==> src/hw/rtl/sorted_record_table_assert.svh <==
// Assertion macros for the sorted record table.
// Included by RTL modules that carry concurrent checks; no other dependencies.
`ifndef SORTED_RECORD_TABLE_ASSERT_SVH
`define SORTED_RECORD_TABLE_ASSERT_SVH
`ifndef SYNTHESIS
`define SRT_ASSERT(label, clk, rst_n, prop, msg) \
    label: assert property (@(posedge clk) disable iff (!rst_n) (prop)) else $error(msg);
`define SRT_ASSERT_NR(label, clk, prop, msg) \
    label: assert property (@(posedge clk) (prop)) else $error(msg);
`else
`define SRT_ASSERT(label, clk, rst_n, prop, msg)
`define SRT_ASSERT_NR(label, clk, prop, msg)
`endif
`endif

==> src/hw/rtl/srt_pkg.sv <==
// Shared types and codes for the sorted record table.
// No dependencies; used by every module of the block.
`default_nettype none
package srt_pkg;
    localparam logic [1:0] OP_INSERT = 2'd0;
    localparam logic [1:0] OP_DELETE = 2'd1;
    localparam logic [1:0] OP_LOOKUP = 2'd2;

    localparam logic [2:0] ST_OK       = 3'd0;
    localparam logic [2:0] ST_INVALID  = 3'd1;
    localparam logic [2:0] ST_FULL     = 3'd2;
    localparam logic [2:0] ST_DUP      = 3'd3;
    localparam logic [2:0] ST_NOTFOUND = 3'd4;

    typedef struct packed {
        logic [1:0]  opcode;
        logic [15:0] line_key;
        logic [7:0]  stop_count;
        logic [15:0] ride_duration;
    } t_request;

    typedef struct packed {
        logic [2:0]  status;
        logic [5:0]  found_index;
        logic [6:0]  entry_count;
        logic [13:0] total_stops;
        logic [21:0] total_duration;
        logic [15:0] shortest_key;
        logic        shortest_valid;
    } t_result;
endpackage
`default_nettype wire

==> src/hw/rtl/sorted_record_table.sv <==
// Sorted record table: the top level, with the record memory and its sequencer.
// Depends on srt_pkg and sorted_record_table_assert.svh.
//
// A request is taken when i_start is high and o_busy is low. Exactly one result
// follows on o_result, marked by o_done for one cycle, and the receiver cannot
// stall it. o_busy stays high during the o_done cycle. All work runs through one
// memory port and one shared compare/add unit, so the steps run one after another:
// - a binary search reads and compares at each probe, then reads the settled bound;
// - an insert or delete moves one record per read/write pair over the records
//   behind the position;
// - a final sweep reads every record to find the shortest
//   duration.
// A new request is therefore taken only after the previous result.
`default_nettype none
module sorted_record_table #(
    parameter int DEPTH = 64
) (
    input  wire logic             i_clk,
    input  wire logic             i_rst_n,
    input  wire logic             i_start,
    input  wire srt_pkg::t_request i_request,
    output logic                  o_busy,
    output logic                  o_done,
    output srt_pkg::t_result      o_result
);
    `include "sorted_record_table_assert.svh"

    localparam int AW = (DEPTH > 1) ? $clog2(DEPTH) : 1;
    localparam int CW = $clog2(DEPTH + 1);

    typedef enum logic [3:0] {
        S_IDLE, S_CHECK, S_SRCH, S_SRCH_RD, S_HIT, S_SHIFT_RD, S_SHIFT_WR,
        S_PUT, S_MIN_RD, S_MIN, S_DONE
    } t_state;

    // Record memory: one port, registered read.
    logic [39:0] mem [DEPTH];
    logic [39:0] r_rd;
    logic        mem_we;
    logic [AW-1:0] mem_wa, mem_ra;
    logic [39:0] mem_wd;

    always_ff @(posedge i_clk) begin
        if (mem_we) begin
            mem[mem_wa] <= mem_wd;
        end
        r_rd <= mem[mem_ra];
    end

    t_state r_state;
    srt_pkg::t_request r_req;
    logic [CW-1:0] r_count, r_lo, r_hi, r_ptr;
    logic [13:0]   r_stops;
    logic [22:0]   r_dur;
    logic [2:0]    r_status;
    logic [AW-1:0] r_index;
    logic [15:0]   r_best_key, r_best_dur;
    logic          r_done;

    logic [CW-1:0] mid;
    assign mid = r_lo + ((r_hi - r_lo) >> 1);

    logic [CW-1:0] ptr_dn;
    assign ptr_dn = r_ptr - 1'b1;

    logic is_insert;
    assign is_insert = (r_req.opcode == srt_pkg::OP_INSERT);

    // Memory port steering. An insert shift reads one place below the pointer and
    // writes at it; a delete shift reads at the pointer and writes one place below.
    always_comb begin
        mem_we = 1'b0;
        mem_wa = r_ptr[AW-1:0];
        mem_wd = r_rd;
        mem_ra = r_ptr[AW-1:0];
        unique case (r_state)
            S_SRCH:     mem_ra = mid[AW-1:0];
            S_SHIFT_RD: mem_ra = is_insert ? ptr_dn[AW-1:0] : r_ptr[AW-1:0];
            S_SHIFT_WR: begin
                mem_we = 1'b1;
                mem_wa = is_insert ? r_ptr[AW-1:0] : ptr_dn[AW-1:0];
            end
            S_PUT: begin
                mem_we = 1'b1;
                mem_wa = r_lo[AW-1:0];
                mem_wd = {r_req.line_key, r_req.stop_count, r_req.ride_duration};
            end
            default: ;
        endcase
    end

    // Sequencer with the shared compare unit.
    always_ff @(posedge i_clk) begin
        if (!i_rst_n) begin
            r_state <= S_IDLE;
            r_count <= '0;
            r_stops <= '0;
            r_dur   <= '0;
            r_done  <= 1'b0;
        end else begin
            r_done <= 1'b0;
            unique case (r_state)
                S_IDLE: begin
                    if (i_start && !o_busy) begin
                        r_req    <= i_request;
                        r_status <= srt_pkg::ST_OK;
                        r_index  <= '0;
                        r_lo     <= '0;
                        r_hi     <= r_count;
                        r_state  <= S_CHECK;
                    end
                end
                S_CHECK: begin
                    if (r_req.opcode == srt_pkg::OP_INSERT) begin
                        if (r_req.line_key == '0 || r_req.stop_count == '0 ||
                            r_req.ride_duration == '0) begin
                            r_status <= srt_pkg::ST_INVALID;
                            r_ptr <= '0; r_state <= S_MIN_RD;
                        end else if (r_count >= CW'(DEPTH)) begin
                            r_status <= srt_pkg::ST_FULL;
                            r_ptr <= '0; r_state <= S_MIN_RD;
                        end else begin
                            r_state <= S_SRCH;
                        end
                    end else if (r_req.opcode == srt_pkg::OP_DELETE ||
                                 r_req.opcode == srt_pkg::OP_LOOKUP) begin
                        r_state <= S_SRCH;
                    end else begin
                        r_status <= srt_pkg::ST_INVALID;
                        r_ptr <= '0; r_state <= S_MIN_RD;
                    end
                end
                // Probe the midpoint, or read the lower bound once it settles.
                S_SRCH: begin
                    r_ptr <= mid;
                    if (r_lo < r_hi) begin
                        r_state <= S_SRCH_RD;
                    end else begin
                        r_state <= S_HIT;
                    end
                end
                S_SRCH_RD: begin
                    if (r_rd[39:24] < r_req.line_key) begin
                        r_lo <= r_ptr + 1'b1;
                    end else begin
                        r_hi <= r_ptr;
                    end
                    r_state <= S_SRCH;
                end
                S_HIT: begin
                    if ((r_lo < r_count) && (r_rd[39:24] == r_req.line_key)) begin
                        if (r_req.opcode == srt_pkg::OP_INSERT) begin
                            r_status <= srt_pkg::ST_DUP;
                            r_ptr <= '0; r_state <= S_MIN_RD;
                        end else if (r_req.opcode == srt_pkg::OP_LOOKUP) begin
                            r_index <= r_lo[AW-1:0];
                            r_ptr <= '0; r_state <= S_MIN_RD;
                        end else begin
                            r_stops <= r_stops - 14'(r_rd[23:16]);
                            r_dur   <= r_dur - 23'(r_rd[15:0]);
                            r_ptr   <= r_lo + 1'b1;
                            r_state <= S_SHIFT_RD;
                        end
                    end else if (r_req.opcode == srt_pkg::OP_INSERT) begin
                        r_index <= r_lo[AW-1:0];
                        r_ptr   <= r_count;
                        r_state <= S_SHIFT_RD;
                    end else begin
                        r_status <= srt_pkg::ST_NOTFOUND;
                        r_ptr <= '0; r_state <= S_MIN_RD;
                    end
                end
                // Move one record per read/write pair.
                S_SHIFT_RD: begin
                    if (r_req.opcode == srt_pkg::OP_INSERT) begin
                        if (r_ptr > r_lo) begin
                            r_state <= S_SHIFT_WR;
                        end else begin
                            r_state <= S_PUT;
                        end
                    end else if (r_ptr < r_count) begin
                        r_state <= S_SHIFT_WR;
                    end else begin
                        r_count <= r_count - 1'b1;
                        r_ptr <= '0; r_state <= S_MIN_RD;
                    end
                end
                S_SHIFT_WR: begin
                    if (r_req.opcode == srt_pkg::OP_INSERT) begin
                        r_ptr <= ptr_dn;
                        r_state <= S_SHIFT_RD;
                    end else begin
                        r_ptr <= r_ptr + 1'b1;
                        r_state <= S_SHIFT_RD;
                    end
                end
                S_PUT: begin
                    r_count <= r_count + 1'b1;
                    r_stops <= r_stops + 14'(r_req.stop_count);
                    r_dur   <= r_dur + 23'(r_req.ride_duration);
                    r_ptr <= '0; r_state <= S_MIN_RD;
                end
                // Minimum sweep: one record per read/compare pair.
                S_MIN_RD: begin
                    r_state <= (r_ptr < r_count) ? S_MIN : S_DONE;
                end
                S_MIN: begin
                    if (r_ptr == '0 || r_rd[15:0] < r_best_dur) begin
                        r_best_dur <= r_rd[15:0];
                        r_best_key <= r_rd[39:24];
                    end
                    r_ptr <= r_ptr + 1'b1;
                    r_state <= S_MIN_RD;
                end
                S_DONE: begin
                    r_done  <= 1'b1;
                    r_state <= S_IDLE;
                end
                default: r_state <= S_IDLE;
            endcase
        end
    end

    assign o_busy = (r_state != S_IDLE) || r_done;
    assign o_done = r_done;
    always_comb begin
        o_result.status         = r_status;
        o_result.found_index    = 6'(r_index);
        o_result.entry_count    = 7'(r_count);
        o_result.total_stops    = r_stops;
        o_result.total_duration = r_dur[21:0];
        o_result.shortest_key   = (r_count != '0) ? r_best_key : 16'd0;
        o_result.shortest_valid = (r_count != '0);
    end

    `SRT_ASSERT(a_count_max, i_clk, i_rst_n, r_count <= CW'(DEPTH), "count overflow")
    `SRT_ASSERT(a_done_pulse, i_clk, i_rst_n, r_done |=> !r_done, "done not a pulse")
    `SRT_ASSERT(a_busy_no_start, i_clk, i_rst_n,
        (i_start && !o_busy) |=> (r_state == S_CHECK), "request not taken")
endmodule
`default_nettype wire
==> config.mk <==
export PLATFORM = sky130hd
export DESIGN_NAME = sorted_record_table
export DESIGN_NICKNAME = d
export VERILOG_FILES = /design/src/hw/rtl/srt_pkg.sv /design/src/hw/rtl/sorted_record_table.sv
export VERILOG_INCLUDE_DIRS = /design/src /design/src/hw/rtl
export SDC_FILE = /design/constraint.sdc
export NUM_CORES = 2
export LEC_CHECK = 0
export BUFFER_PORTS_ARGS = -buffer_cell sky130_fd_sc_hd__buf_2
export CAP_MARGIN = 25
export CORE_ASPECT_RATIO = 1.75
export CORE_MARGIN = 5
export CORE_UTILIZATION = 50
export CTS_CLUSTER_SIZE = 25
export DETAILED_ROUTE_END_ITERATION = 7
export PLACE_DENSITY = 0.65
export SYNTH_ARGS = -nofsm -noshare
export SYNTH_HDL_FRONTEND = slang
export SYNTH_SLANG_ARGS = --single-unit
==> constraint.sdc <==
create_clock -name i_clk -period 8.7 [get_ports i_clk]
set_clock_uncertainty 0.15 [all_clocks]
set_input_delay 1.305 -clock i_clk [delete_from_list [all_inputs] [get_ports i_clk]]
set_output_delay 1.305 -clock i_clk [all_outputs]
set_load 0.02 [all_outputs]
## Word-level counts from Yosys, hierarchy flattened

Memory sizes are Yosys's and may differ from the RTL's. A register that Yosys moved wholly into a read port is not among the register bits.
Cells that the tools add are included.

- Add/subtract/negate cells: 11
- Multipliers: 0
- Divide/modulo/power cells: 0
- Magnitude comparators: 7
- Equal/unequal tests: 28
- Shift operators: 0
- Mux-type cells: 69
- Bitwise gates (word level): 0
- Reduce and logical (&&, ||, !) cells: 33

Operators by type and width:

| kind | number |
|---|---|
| 7-bit 2-to-1 mux | 17 |
| 23-bit 2-to-1 mux | 3 |
| 7-bit one-hot mux with 7 select lines | 1 |
| 23-bit one-hot mux with 2 select lines | 1 |
| 4-bit 2-to-1 mux | 11 |
| 14-bit 2-to-1 mux | 3 |
| 6-bit 2-to-1 mux | 7 |
| 7-bit one-hot mux with 2 select lines | 3 |
| 40-bit 2-to-1 mux | 1 |
| 4-bit one-hot mux with 9 select lines | 1 |
| 6-bit one-hot mux with 2 select lines | 3 |
| 16-bit logical NOT | 2 |
| 16-bit < comparator | 2 |
| 14-bit one-hot mux with 2 select lines | 1 |
| 3-bit 2-to-1 mux | 9 |
| 23-bit by 16-bit adder with 23-bit output | 1 |
| 23-bit by 16-bit subtractor with 23-bit output | 1 |
| 7-bit by 1-bit adder with 7-bit output (second input constant) | 3 |
| 7-bit < comparator | 3 |
| 3-bit != test (second input constant) | 6 |
| 16-bit equality test | 1 |
| 4-bit by 3-bit equality test with 1-bit output (second input constant) | 4 |
| 16-bit 2-to-1 mux | 1 |
| 2-bit != test (second input constant) | 8 |
| 32 further kinds | 55 |

- Flip-flop bits (word level): 153
- Bits in latches: 0
- Bits in writable memories: 2,560
- Memory bits (read-only): 0
- Input port bits: 45
- Output and inout bits: 71
- Word-level logic and storage cells: 165
- Memories kept: 1

Memories:

| memory | words | bits a word | read ports | clocked after Yosys merged registers in | wr ports | RTL line | source |
|---|---|---|---|---|---|---|---|
| mem | 64 | 40 | 1 | 1 | 1 | sorted_record_table.sv:37 | `logic [39:0] mem [DEPTH];` |

## Longest topological paths before layout

- Depth after elaboration: 6
- Gate-level depth with buffers: 21
- Gate-level depth less buffers: 17

## Least setup slack after synthesis

OpenSTA, ideal clock, no wires.

- Path type: register -> register
- Start: reg r_state[1]
- End: reg r_dur[18]
- Library setup time: 120 ps
- Arrival time: 6,371 ps
- Data required time: 8,430 ps
- Path slack: 2,059 ps
- Stages on the path, launching flop included: 21
- Path buffers: 5
- Period minus slack after synthesis: 6,641 ps
- Cells stage by stage: dfxtp_1 -> buf_2 -> clkbuf_1 -> nand2_1 -> or2_2 -> nor2_1 -> clkbuf_1 -> clkbuf_1 -> clkbuf_1 -> o21ai_0 -> ha_1 -> inv_1 -> fa_1 -> nor2b_1 -> o21ai_0 -> a21oi_1 -> o21ai_0 -> o21a_1 -> a21oi_1 -> o21ai_0 -> a211o_1

- Cells in the longest elaborated chain, start to end: 3
- Elaborated cells between the ends (all ways): 8
- Those cells by class: eq/ne (5); mux (1); reduce/logical (2)

RTL lines:

| element | RTL line | source |
|---|---|---|
| start: declaration | sorted_record_table.sv:50 | `t_state r_state;` |
| start signal: assignment | sorted_record_table.sv:205 | `r_state <= (r_ptr < r_count) ? S_MIN : S_DONE;` |
| 4-bit by 3-bit equality test with 1-bit output | sorted_record_table.sv:102 | `unique case (r_state)` |
| 2-bit != test (no line) or 2-bit nonzero test (tied branches) | n/a |  |
| 4-bit AND reduction (no line) | n/a |  |
| end signal: assignment | sorted_record_table.sv:160 | `r_dur <= r_dur - 23'(r_rd[15:0]);` |
| end signal: assignment | sorted_record_table.sv:200 | `r_dur <= r_dur + 23'(r_req.ride_duration);` |
| end: declaration | sorted_record_table.sv:54 | `logic [22:0] r_dur;` |

Several ways; a longest one is shown, not always the timed one.
A chain may end at the register's enable or synchronous reset.

## Worst setup path in the final report

- Start: reg r_lo[1]
- End: reg r_rd[23] (read register of mem)

- Cells in the longest elaborated chain, start to end: 3

RTL lines:

| element | RTL line | source |
|---|---|---|
| start: declaration | sorted_record_table.sv:52 | `logic [CW-1:0] r_count, r_lo, r_hi, r_ptr;` |
| start signal: assignment | sorted_record_table.sv:144 | `r_lo <= r_ptr + 1'b1;` |
| 7-bit subtractor | sorted_record_table.sv:61 | `assign mid = r_lo + ((r_hi - r_lo) >> 1);` |
| 7-bit by 6-bit adder with 7-bit output * | sorted_record_table.sv:61 |  |
| 6-bit one-hot mux with 2 select lines * | sorted_record_table.sv:76 | `unique case (r_state)` |
| end: declaration | sorted_record_table.sv:38 | `logic [39:0] r_rd;` |

Every way passes the cells marked *; elsewhere a longest branch is shown, timed or not.

==> impl.org <==
** Finish
- Compared with the post-synthesis result, the final layout area differs by 11.47%.
- Final standard cell count with taps included and fillers excluded :: 10010
- Count of nets after finishing :: 7101
- In the final layout, the share of cells above drive strength 1 is 13.96%.

** Power and ir drop
- Total power divided by cell area :: 279.0 nW/um^2
- Net Sw Frac :: between 20 and 30%
- Combinational cells account for between 20% and 30% of the total power.
- The internal power of the cells totals ~24 mW.
- Clock share of power :: 30.5%
- Power, Total :: 34.39 mW
- For this design the static power due to leakage is approximately 42 nW.
- Peak supply drop :: 0.1972 mV
- Fraction of power consumed by sequential logic :: around 50%
- Switching power of the nets :: 9.988 mW

** Timing
- Slew @ Worst Pin :: around 1100 ps
- Timing-limited maximum frequency :: approximately 0.16 GHz
- Total negative setup slack :: 0 ps
- Setup repair after global routing left no endpoint under its margin.
- Number of endpoints failing setup at the final stage :: 0
- Measured against its own limit, the worst slew margin works out to 26.12%.
- Final worst-path cycle share :: between 60% and 70%
- Worst slack on hold paths :: between 300 and 400 ps
- The number of hold violations in the final report came to 0.
- The number of max-slew violations in the final report was 0.
- Post-layout minimum cycle time :: 6068 ps

** Die
- Width of the die :: ~370 um
- The initial utilization of the core area, before any placement, comes to 50.22%.
- The die covers 231100 um^2.
- I/O pins :: roughly 120
- Core box area :: around 220000 um^2
- DIE HEIGHT :: between 600 and 700 um
- Standard-cell rows :: 228

** Routing
- In this run, the number of DRC markers left after iteration 0 of detailed routing was 6998.
- Final routed wirelength across all metal layers :: 312700 um
- The first detailed-routing pass ran for 5 iterations.
- Post-DR vias/cell :: between 6 and 7
- Detailed-route DRC error count :: 0
- Overall via count from detail_route :: ~64000
- Antenna viol nets, final :: 0
- After detailed routing, the average wire length per cell comes to 31.23 um.

** Synth
- The synthesized design spends more area on one cell type than any other, namely sky130_fd_sc_hd__edfxtp_1.
- Number of register bits inferred by synthesis :: 2752
- Summed instance area of the synthesized netlist :: around 110000 um^2
- Cell with the most instances after synthesis :: sky130_fd_sc_hd__edfxtp_1
- Sequential cells were found to cover 73.92% of the synthesized design area.
- Average footprint of a synthesized cell :: 16.36 um^2
- Main synth FF type :: sky130_fd_sc_hd__edfxtp_1
- Async set-or-reset flop fraction in the synthesized netlist :: 0%
- Summed over its instances, the top area cell type makes up 72.33% of the synthesized netlist area.
- Synth Instances :: between 6000 and 7000
- Counting flops with a built-in enable in the synthesized netlist gives roughly 2700.
- Counting every net in the synthesized netlist gives 6926.
- Synth top area cells :: sky130_fd_sc_hd__edfxtp_1 72%, sky130_fd_sc_hd__mux2i_1 6.3%, sky130_fd_sc_hd__nand2_1 3.0%
- Yosys printed 0 warnings.
- In this run, distinct cell masters in the synthesized netlist total 92.
- By count the netlist is led by 2664 x sky130_fd_sc_hd__edfxtp_1, 883 x sky130_fd_sc_hd__nand2_1, 691 x sky130_fd_sc_hd__mux2i_1, 226 x sky130_fd_sc_hd__a32o_1, 192 x sky130_fd_sc_hd__a221oi_1.

** GRT
- The number of global-route vias before repair came to 63210.
- Initial antenna violation count :: 12
- Maximum number of pins on one net before global-route repair :: around 140
- For this run the aggregate overflow at the end of global routing stands at 0.
- The first global-routing pass estimated 447100 um of wire.
- GRT Total Usage :: 26.64%

** Clock tree
- Count of H-tree levels built during CTS :: 4
- Bufs on Longest Clock Path :: 4
- Number of CTS-inserted buffers :: approximately 230
- The number of hold buffers added after CTS was 0.
- Clock latency reported for the late side of the worst-skew pair :: roughly 900 ps
- Setup bufs post-CTS :: 0
- Number of instances resized during post-cts repair :: 0
- TritonCTS clock tree :: done
- CTS clk-pin slew, worst paths :: ~70 ps
- For this design, the sink count on the clock tree is 2752.
- Root buffer cell :: sky130_fd_sc_hd__clkbuf_16

** Worst setup path
- Worst path required time :: 9290 ps
- Setup crit end kind :: flop
- The worst setup path is launched from a flop.
- On the worst path, the slowest cell contributes a delay of just under 600 ps.
- The startpoint identified for the worst register-to-register timing path is r_lo[1].
- Slowest cell on the critical path :: sky130_fd_sc_hd__buf_12
- Traced cell by cell, the critical path runs through inv_1 > ha_1 > nor2b_1 > o21ai_0 > a21boi_0 > nor2_1 > ha_1 > xor2_1 > o32a_1 > nand2_8 > buf_12 > buf_4 > mux4_2 > o21ai_0 > o22ai_1 > or4_1.
- CP arrival :: between 6000 and 7000 ps
- Crit path max fanout :: 137
- The worst setup path is of the flop to flop kind.
- In this run the worst setup path begins at r_lo[1].

** Place
- Input and output buffers added on the ports amount to 115.
- Counting tap cells, the placed design contains a total of 9567 instances.
- Once detailed placement completed, the half-perimeter wirelength came to 185500 um.
- Final weighted congestion in routability-driven placement :: 0.8943

** Flow run
- Max-cap check violation count :: 0

** Hold path
- The tightest min-delay check is of the flop to flop type.
- Min-delay src :: r_stops[11]

** Outcome
- Result of the run :: completed
registers in the layout, summed over array words and instances (netlist names):
name / count
r_dur: 22
r_status: 3
r_stops: 14
r_ptr: 7
r_count: 7
r_hi: 7
r_state: 4
r_best_dur: 16
o_done: 1
mem: 2560
r_index: 6
r_lo: 7
r_rd: 40
r_req: 42
r_best_key: 16
kinds of logic after synthesis:
family / after synthesis / synth area share (%)
muxes: 875 / 8.870
xor gates and xnor gates: 69 / 0.5464
adders and majority gates: 119 / 1.380
DFF: 2752 / 73.92
AOI/OAI and AO/OA: 1063 / 7.508
and+or+nand+nor: 1419 / 5.631
buffers and inverters: 465 / 2.143
critical path: cells and delay by family (launching register included):
family                   cells  cell delay, ps
AO/OA/AOI/OAI                5            1100
XOR/XNOR                     1             170
adder cells (fa/ha/maj)      2             690
buffers and inverters        3            1360
flip-flops                   1             580
multiplexers                 1             380
AND/OR/NAND/NOR              4            1190
power by group through the flow:
stage | registers, mW | clock network (mW) | logic [mW]
floorplan | 17.2 | 0 | 4.14
CTS | 17.0 | 10.6 | 6.74
global placement | 17.3 | 0 | 6.45
global route | 17.0 | 11.2 | 7.34
detailed placement | 17.3 | 0 | 6.72
finish | 17.0 | 10.5 | 6.91
layout make-up:
type / instances / area, um^2
Sequential cell: 2752 / 81760
Inverter: 77 / 289.0
Tap cell: 2875 / 3597
Multi-Input combinational cell: 3545 / 27350
Fill cell: 16860 / 96950
Clock buffer: 308 / 6355
Antenna cell: 11 / 27.53
Clock inverter: 116 / 1167
Timing Repair Buffer: 328 / 2738
through the flow:
| step | instance area, um^2 | setup slack [ps] | utilization [%] |
|---|---|---|---|
| 3_3_place_gp | 115200 | 2157 | 52.32 |
| 6_report | 123300 | 2632 | 55.98 |
| 2_1_floorplan | 110600 | 2059 | - |
| 5_1_grt | 123300 | 2408 | 55.97 |
| 3_5_place_dp | 115500 | 2484 | 52.46 |
| 4_1_cts | 123100 | 2462 | 55.88 |
path summary, 6_finish.rpt:
path	slack [ps]	end	cells past startpoint
worst max register to register	2630	r_rd[23]	16
worst min register to register	330	r_stops[11]	2
worst min-delay path	330	r_stops[11]	2
worst max-delay path	2630	r_rd[23]	16
metal layers:
layer / vias to the layer above / share of wire (%) / GRT usage [%]
li1: 27150 / - / -
met1: 32850 / 36 / 33.28
met2: 3118 / 50 / 45.63
met3: 760 / 7.7 / 3.874
met4: 2 / 5.6 / 13.09
met5: - / 0.0042 / 0
cells in the final DEF, fill, tap and decap left out, drive strengths merged, types with 79 or more instances in the layout:
cell type  count
a21oi         87
nand3         80
ha           114
mux2         111
dfxtp         88
a32oi         81
nand2        885
clkbuf       308
o22ai         86
buf          326
a32o         226
o21ai        169
mux2i        691
clkinv        85
nor2         175
edfxtp      2664
a221oi       192
inv           79
(Power assumes the default switching activity.)
